[config.mk]
export PLATFORM = sky130hd
export DESIGN_NAME = gfrta_ctrl
export DESIGN_NICKNAME = d
export VERILOG_FILES = /design/src/hw/rtl/gfrta_pkg.sv /design/src/hw/rtl/gfrta_ctrl.sv
export SDC_FILE = /design/constraint.sdc
export NUM_CORES = 1
export LEC_CHECK = 0
export BUFFER_PORTS_ARGS = -buffer_cell sky130_fd_sc_hd__buf_2
export CORE_MARGIN = 2
export CORE_UTILIZATION = 46
export CTS_CLUSTER_SIZE = 12
export DETAILED_ROUTE_END_ITERATION = 12
export PLACE_DENSITY_LB_ADDON = 0.15
export SYNTH_ARGS = -nofsm -noshare
export SYNTH_HDL_FRONTEND = slang
export SYNTH_SLANG_ARGS = --single-unit
[constraint.sdc]
create_clock -name i_clk -period 2 [get_ports i_clk]
set_input_delay 0.4 -clock i_clk [delete_from_list [all_inputs] [get_ports i_clk]]
set_output_delay 0.4 -clock i_clk [all_outputs]
set_load 0.02 [all_outputs]
[src/hw/rtl/gfrta_pkg.sv]
// types and constants of the global fixed-priority response time analysis block
package gfrta_pkg;

    typedef struct packed {
        logic [31:0] exec_time;
        logic [31:0] task_period;
        logic [31:0] task_deadline;
        logic [32:0] prior_bound;
        logic        first_of_set;
    } t_in;

    typedef struct packed {
        logic [4:0]  task_index;
        logic [32:0] resp_time;
        logic [32:0] new_bound;
        logic [1:0]  status;
        logic        set_schedulable;
    } t_out;

    // result status codes
    localparam logic [1:0] ST_FIT     = 2'd0;
    localparam logic [1:0] ST_MISS    = 2'd1;
    localparam logic [1:0] ST_NOTEXAM = 2'd2;
    localparam logic [1:0] ST_FULL    = 2'd3;

    // pad added to the deadline when the iteration does not converge
    localparam logic [32:0] MISS_PAD = 33'd100;

    // divider step counts
    localparam logic [6:0] DIV_STEPS_32 = 7'd32;
    localparam logic [6:0] DIV_STEPS_64 = 7'd64;

    // controller to datapath commands
    typedef struct packed {
        logic load;
        logic decide;
        logic test;
        logic rd;
        logic pstart;
        logic ceil;
        logic mul;
        logic acc;
        logic qstart;
        logic eval;
        logic finish;
    } t_cmd;

    // datapath to controller status
    typedef struct packed {
        logic miss_seen;
        logic full;
        logic r_ge_dl;
        logic j_end;
        logic div_busy;
        logic converged;
    } t_sts;

endpackage

[src/hw/rtl/gfrta_ctrl.sv]
// controller state machine of the response time analysis
module gfrta_ctrl
    import gfrta_pkg::*;
(
    input  logic i_clk,
    input  logic i_rst_n,
    input  logic i_valid,
    output logic o_stall,
    output logic o_valid,
    input  logic i_stall,
    input  t_sts i_sts,
    output t_cmd o_cmd
);

    typedef enum logic [12:0] {
        S_IDLE   = 13'b0000000000001,
        S_DECIDE = 13'b0000000000010,
        S_TEST   = 13'b0000000000100,
        S_RD     = 13'b0000000001000,
        S_PSTART = 13'b0000000010000,
        S_PDIV   = 13'b0000000100000,
        S_CEIL   = 13'b0000001000000,
        S_MUL    = 13'b0000010000000,
        S_ACC    = 13'b0000100000000,
        S_QSTART = 13'b0001000000000,
        S_QDIV   = 13'b0010000000000,
        S_EVAL   = 13'b0100000000000,
        S_FINISH = 13'b1000000000000
    } t_state;

    t_state r_state;
    t_state n_state;
    logic   r_out_valid;
    logic   n_out_valid;

    // next state and commands
    always_comb begin
        n_state = r_state;
        o_cmd   = '0;
        unique case (r_state)
            S_IDLE: begin
                if (i_valid) begin
                    o_cmd.load = 1'b1;
                    n_state    = S_DECIDE;
                end
            end
            S_DECIDE: begin
                o_cmd.decide = 1'b1;
                n_state = (i_sts.miss_seen || i_sts.full) ? S_FINISH : S_TEST;
            end
            S_TEST: begin
                o_cmd.test = 1'b1;
                n_state = i_sts.r_ge_dl ? S_FINISH : S_RD;
            end
            S_RD: begin
                o_cmd.rd = 1'b1;
                n_state = i_sts.j_end ? S_QSTART : S_PSTART;
            end
            S_PSTART: begin
                o_cmd.pstart = 1'b1;
                n_state = S_PDIV;
            end
            S_PDIV: begin
                if (!i_sts.div_busy) begin
                    n_state = S_CEIL;
                end
            end
            S_CEIL: begin
                o_cmd.ceil = 1'b1;
                n_state = S_MUL;
            end
            S_MUL: begin
                o_cmd.mul = 1'b1;
                n_state = S_ACC;
            end
            S_ACC: begin
                o_cmd.acc = 1'b1;
                n_state = S_RD;
            end
            S_QSTART: begin
                o_cmd.qstart = 1'b1;
                n_state = S_QDIV;
            end
            S_QDIV: begin
                if (!i_sts.div_busy) begin
                    n_state = S_EVAL;
                end
            end
            S_EVAL: begin
                o_cmd.eval = 1'b1;
                n_state = i_sts.converged ? S_FINISH : S_TEST;
            end
            S_FINISH: begin
                if (!(r_out_valid && i_stall)) begin
                    o_cmd.finish = 1'b1;
                    n_state      = S_IDLE;
                end
            end
            default: n_state = S_IDLE;
        endcase
    end

    // output transaction valid
    always_comb begin
        n_out_valid = r_out_valid;
        if (o_cmd.finish) begin
            n_out_valid = 1'b1;
        end else if (!i_stall) begin
            n_out_valid = 1'b0;
        end
    end

    always_ff @(posedge i_clk) begin
        if (!i_rst_n) begin
            r_state     <= S_IDLE;
            r_out_valid <= 1'b0;
        end else begin
            r_state     <= n_state;
            r_out_valid <= n_out_valid;
        end
    end

    assign o_stall = (r_state != S_IDLE);
    assign o_valid = r_out_valid;

endmodule

==> results.py, run 1 <==
metrics = {
    "critical_path": {
        "r2r_slack_ps": -60,
        "crit_path_start_kind": "flop",
        "r2r_start": "r_state[7]",
        "worstSetupPathType": "reg2out",
        "endpoint": "o_cmd[0]",
        "reg2reg_depth": 9,
        "reg2reg_to": "r_state[6]",
        "crit_path_end_kind": "primary output",
        "worstSetupStartpoint": "r_state[0]",
        "cp_max_fo": 3,
        "cp.arrival_ps": 1740,
        "required_ps": 1600,
    },
    "sta": {
        "worst_slew_pin_slew_ps": 495.2,
        "min_period_ps": 2143,
        "finalHoldViolations": 0,
        "setup_tns_ps": -943.9,
        "relSlewSlack_pct": 66.56,
        "period_share_pct": 107.1,
        "grt_setup_unrepaired": "yes",
        "max_freq_mhz": 466.7,
        "setup_ws_ps": -142.7,
        "final_max_slew_viol_count": 0,
        "setup_viol": 16,
        "holdWs_ps": 349.8,
        "skew_ps": 3.167,
    },
    "clocking": {
        "cts_made_buffers": 3,
        "htree_levels": 1,
        "cts_buffer_depth": 2,
        "clk_pin_slew_ps": 100,
        "cts_sinks": 14,
        "clock_latency_ps": 290,
        "postCtsHoldBufs": 0,
        "cts_tree": "built",
        "clockRootBuffer": "clkbuf_4",
    },
    "place": {
        "hpwl_um": 1750,
        "dp_slack_ps": 50.56,
        "port_buffers": 22,
        "post_dp_cell_area_um2": 1099,
        "dp.cells": 160,
        "gp_congestion": 0.8898,
    },
    "power": {
        "powerDensity_nw_per_um2": 477.8,
        "p_total_mw": 0.6988,
        "vdd_ir_drop_max_v": 0.0004446,
        "cellLeakagePower_nw": 0.6632,
    },
    "die": {
        "die_h_um": 48.10,
        "start_util_pct": 50.18,
        "die-area_um2": 2314,
        "core_area_um2": 1783,
        "ios": 23,
        "dieWidth_um": 48.10,
        "num_rows": 15,
    },
    "synthesis": {
        "synth_cell_type_count": 42,
        "syn_area_um2": 894.6,
        "yosys-top-cells-area": "dfxtp_1 31%, nor3_1 3.9%, nor2_1 3.8%, nor2b_1 3.5%, nor4b_1 2.9%",
        "ys_seq_area_share_pct": 31.33,
        "synth_common_cells": "14 x dfxtp_1, 9 x nor2_1, 7 x nor3_1",
        "synthArstFlopShare_pct": 0,
        "avgSynthCellArea_um2": 8.602,
        "synthCells": 104,
        "synth.most_common_cell": "dfxtp_1",
        "synth_edf_count": 0,
        "yosys.area.top_type": "dfxtp_1",
        "yosys_warnings": 0,
        "syn-num-nets": 114,
        "yosysTopAreaCellShare_pct": 31.33,
        "synth_ff_type": "dfxtp_1",
        "ys_seq_elements": 14,
    },
    "detailed_routing": {
        "drtIter0Drc": 37,
        "dr.pass1.iters": 4,
        "vias_per_cell": 5.792,
        "drtAntennaViolNets": 0,
        "vias": 1031,
        "wl_um": 3128,
        "drc": 0,
        "wl_per_cell_um": 17.57,
    },
    "final_layout": {
        "fin_nets": 164,
        "drive_gt1_share_pct": 56.86,
        "layoutNonFillerInstCount": 178,
        "n_antenna_cell": 0,
        "register_area_um2": 292.8,
        "multi_input_area_um2": 716.9,
        "area_growth_pct": 63.50,
        "finalInstanceArea_um2": 1463,
        "final_util_pct": 82.04,
        "num-fill-cells": 99,
    },
    "global_route": {
        "antenna_found_initial": 0,
        "first_global_vias": 953,
        "grt_pass1_wl_um": 4229,
        "grt_usage_pct": 26.59,
        "gr-total-overflow": 0,
        "grt_start_max_net_pins": 9,
    },
    "job": {
        "drv_cap": 0,
    },
    "run_status": {
        "status": "finished, violations left",
        "violations": "setup timing",
    },
    "min_path": {
        "min_path_type": "in2reg",
    },
}
[registers in the layout, indices dropped and copies added (netlist names)]
register / cells
o_valid: 1
r_state: 13
[report_power, final]
part           switching, mW  total, mW  internal, mW
Combinational         0.0932      0.194         0.100
Clock                  0.108      0.219         0.111
Sequential           0.00506      0.286         0.281
[cells by family after synthesis]
family | Yosys count | share of synthesized area [%]
AO/OA/AOI/OAI | 17 | 13.43
XOR/XNOR | 3 | 2.938
buffers and inverters | 8 | 5.594
flip-flops | 14 | 31.33
AND/OR/NAND/NOR | 62 | 46.71
[layer usage]
layer	vias up	part of all wire, %	track usage (%)
met5	-	0	0
met4	0	1.7	9.189
met3	8	5.9	4.444
met2	47	50	43.20
met1	492	42	35.76
li1	484	-	-
[placed cells by master (no fill, tap or decap), types with 3 or more instances in the layout]
cell and instances:
a21oi_1 3, and2_1 4, and3_1 3, buf_2 11, buf_4 30, buf_6 8
clkbuf_4 3, dfxtp_1 8, dfxtp_2 4, inv_1 4, nand2_1 3, nor2_1 5
nor2_2 3, nor2b_1 3, nor3_1 4, nor4_4 3, o21a_1 3
[worst max-delay path, stage by stage, from the launching register on]
cell and delay, ps:
dfxtp_1 350, nor4_2 270, buf_4 170, nand4_1 130
or2_4 280, a21oi_2 100, buf_4 140
[how the worst min path moves through the flow]
stage / startpoint / to / slack, ps / depth (start not counted)
CTS: i_sts[2] / r_state[9] / 350 / 2
floorplan: i_rst_n / r_state[12] / 530 / 1
global route: i_sts[2] / r_state[9] / 340 / 2
finish: i_sts[2] / r_state[9] / 350 / 2
detailed placement: o_valid / o_valid / 590 / 2
global placement: o_valid / o_valid / 550 / 2
[cell type report]
cell class | instances | share of cell area (%)
Clock buffer | 4 | 2.481
Tap cell | 25 | 2.139
Sequential cell | 14 | 20.02
Timing Repair Buffer | 49 | 25.32
Inverter | 4 | 1.027
Multi-Input combinational cell | 82 | 49.02
[timing repair]
item,4_1_cts,5_1_grt
endpoints found under the setup margin,12,16
gates resized for setup,33,24
endpoints found under the hold margin,0,0
pin swaps,8,10
buffers inserted,9,5
No activity file was read; power rests on OpenSTA's default activity.
==> run 2: changes to the inputs <==
==> constraint.sdc (replaced) <==
create_clock -name i_clk -period 2 [get_ports i_clk]
set_input_delay 0.4 -clock i_clk [delete_from_list [all_inputs] [get_ports i_clk]]
set_output_delay 0.4 -clock i_clk [all_outputs]
set_load 0.01 [all_outputs]
==> run 2 against run 1 <==
  * The flow still finishes with violations (setup timing)
  * Die area did not move
  * Global-route usage grew 0.74 points
  * Largest power group unchanged
  * Clock-buffer cell count unchanged
  * Combinational power shrank 22%
  * Non-clock buffer count is 2 lower
  * Clock power about the same
  * Critical path depth shrank 1
  * Flip-flop and latch count unchanged
  * Sequential share of layout area up 0.37 points
  * Fmax is 2.2% lower
  * Clock skew decreased by 0.53 ps
  * Sequential power barely moved
==> results.py, run 2 (same netlist as run 1, synthesis figures left out) <==
metrics = {
    "run_status": {
        "status": "finished, violations left",
        "violations": "setup timing",
    },
    "critical_path": {
        "r2r_slack_ps": -30,
        "reg2reg_depth": 5,
        "critPathSlowestCell": "nor4_4",
        "reg2reg_to": "r_state[11]",
        "worstSetupPathType": "reg2out",
        "crit_path_end_kind": "primary output",
        "cp.arrival_ps": 1790,
        "critPathMaxStageDelay_ps": 390,
        "path_cells": "nor4_4, buf_4, nand4_1, nor2_1, buf_2",
        "crit_path_start_kind": "flop",
        "cp_max_fo": 5,
        "r2r_start": "r_state[1]",
        "required_ps": 1600,
    },
    "final_layout": {
        "largest_register_ffs": 13,
        "final_cell_mix": "24 x buf_4, 20 x buf_2, 9 x dfxtp_1",
        "finalInstanceArea_um2": 1405,
        "final_util_pct": 78.81,
        "drive_gt1_share_pct": 54.97,
        "layoutNonFillerInstCount": 176,
        "num-fill-cells": 107,
        "area_growth_pct": 57.06,
        "n_antenna_cell": 0,
        "largest-register": "r_state",
        "final_common_cell": "buf_4",
        "fin_nets": 162,
    },
    "sta": {
        "skew_ps": 2.636,
        "finalHoldViolations": 0,
        "final_max_slew_viol_count": 0,
        "max_freq_mhz": 456.4,
        "worst_slew_pin_slew_ps": 351.9,
        "min_period_ps": 2191,
        "period_share_pct": 109.6,
        "grt_setup_unrepaired": "yes",
        "relSlewSlack_pct": 76.37,
        "setup_ws_ps": -191.2,
        "setup_viol": 7,
    },
    "place": {
        "post_dp_cell_area_um2": 1091,
        "gp_congestion": 0.8377,
        "port_buffers": 22,
        "dp_slack_ps": 60.74,
        "dp.cells": 159,
        "hpwl_um": 1800,
    },
    "min_path": {
        "hp-start": "i_sts[2]",
        "whs_endpoint": "r_state[9]",
        "min_path_type": "in2reg",
        "holdPathStages": 2,
    },
    "die": {
        "ios": 23,
        "start_util_pct": 50.18,
        "num_rows": 15,
        "dieWidth_um": 48.10,
        "die-area_um2": 2314,
        "core_area_um2": 1783,
        "die_h_um": 48.10,
    },
    "job": {
        "drv_cap": 0,
    },
    "detailed_routing": {
        "vias": 1109,
        "drtIter0Drc": 93,
        "dr.pass1.iters": 4,
        "wl_um": 3133,
        "drc": 0,
        "vias_per_cell": 6.301,
        "drtAntennaViolNets": 0,
        "wl_per_cell_um": 17.80,
    },
    "power": {
        "powerDensity_nw_per_um2": 467.4,
        "vdd_ir_drop_max_v": 0.0003797,
        "p_total_mw": 0.6567,
        "cellLeakagePower_nw": 0.6520,
    },
    "clocking": {
        "cts_tree": "built",
        "cts_buffer_depth": 2,
        "cts_sinks": 14,
        "postCtsHoldBufs": 0,
        "clockRootBuffer": "clkbuf_4",
        "htree_levels": 1,
        "clk_pin_slew_ps": 90,
        "clock_latency_ps": 290,
        "cts_made_buffers": 3,
    },
    "global_route": {
        "grt_pass1_wl_um": 4236,
        "grt_start_max_net_pins": 9,
        "gr-total-overflow": 0,
        "first_global_vias": 930,
        "grt_usage_pct": 27.32,
        "antenna_found_initial": 0,
    },
}
## run 2: timing repair
item	4_1_cts	5_1_grt
pin swaps	8	6
endpoints found under the setup margin	12	16
setup buffers	11	3
gates resized for setup	19	19
## run 2: layout make-up
type | count | area (um^2) | share of cell area (%)
inverter | 4 | 15.01 | 1.069
sequential | 14 | 286.5 | 20.39
multi-input combinational | 82 | 721.9 | 51.38
tap | 25 | 31.28 | 2.226
timing repair buffer | 47 | 314.1 | 22.35
clock buffer | 4 | 36.28 | 2.582
## run 2: worst max-delay path by stage
stage                             end        from  slack (ps)
after floorplan              o_cmd[0]  r_state[0]          40
after global placement       o_cmd[5]  r_state[0]          20
after detailed placement  r_state[11]  r_state[1]          60
after CTS                    o_cmd[0]  r_state[5]        -100
after global routing        o_cmd[10]  r_state[5]        -220
final                       o_cmd[10]  r_state[5]        -190
## run 2: worst max-delay path: cells and delay by family (launching register included)
family	cells	cell delay [ps]
buf+inv	2	360
flops	1	350
simple gates	3	790
## run 2: power breakdown
group	switching, mW	internal, mW
combinational	0.0806	0.0717
clock	0.105	0.111
sequential	0.00478	0.284
total	0.190	0.467
## run 2: layer usage
metal / GRT usage [%] / up-vias / share of wire (%)
met5: 0 / - / 0
met4: 11.89 / 0 / 4.0
met3: 5.185 / 20 / 6.9
met2: 45.07 / 76 / 47
met1: 34.68 / 530 / 42
li1: - / 483 / -
## run 2: stage by stage
stage	TNS [ps]	hold WS, ps
2_1_floorplan	0	527.9
3_3_place_gp	0	545.5
3_5_place_dp	0	561.5
4_1_cts	-371.8	346.7
5_1_grt	-1157	388.3
6_report	-503.5	381.7
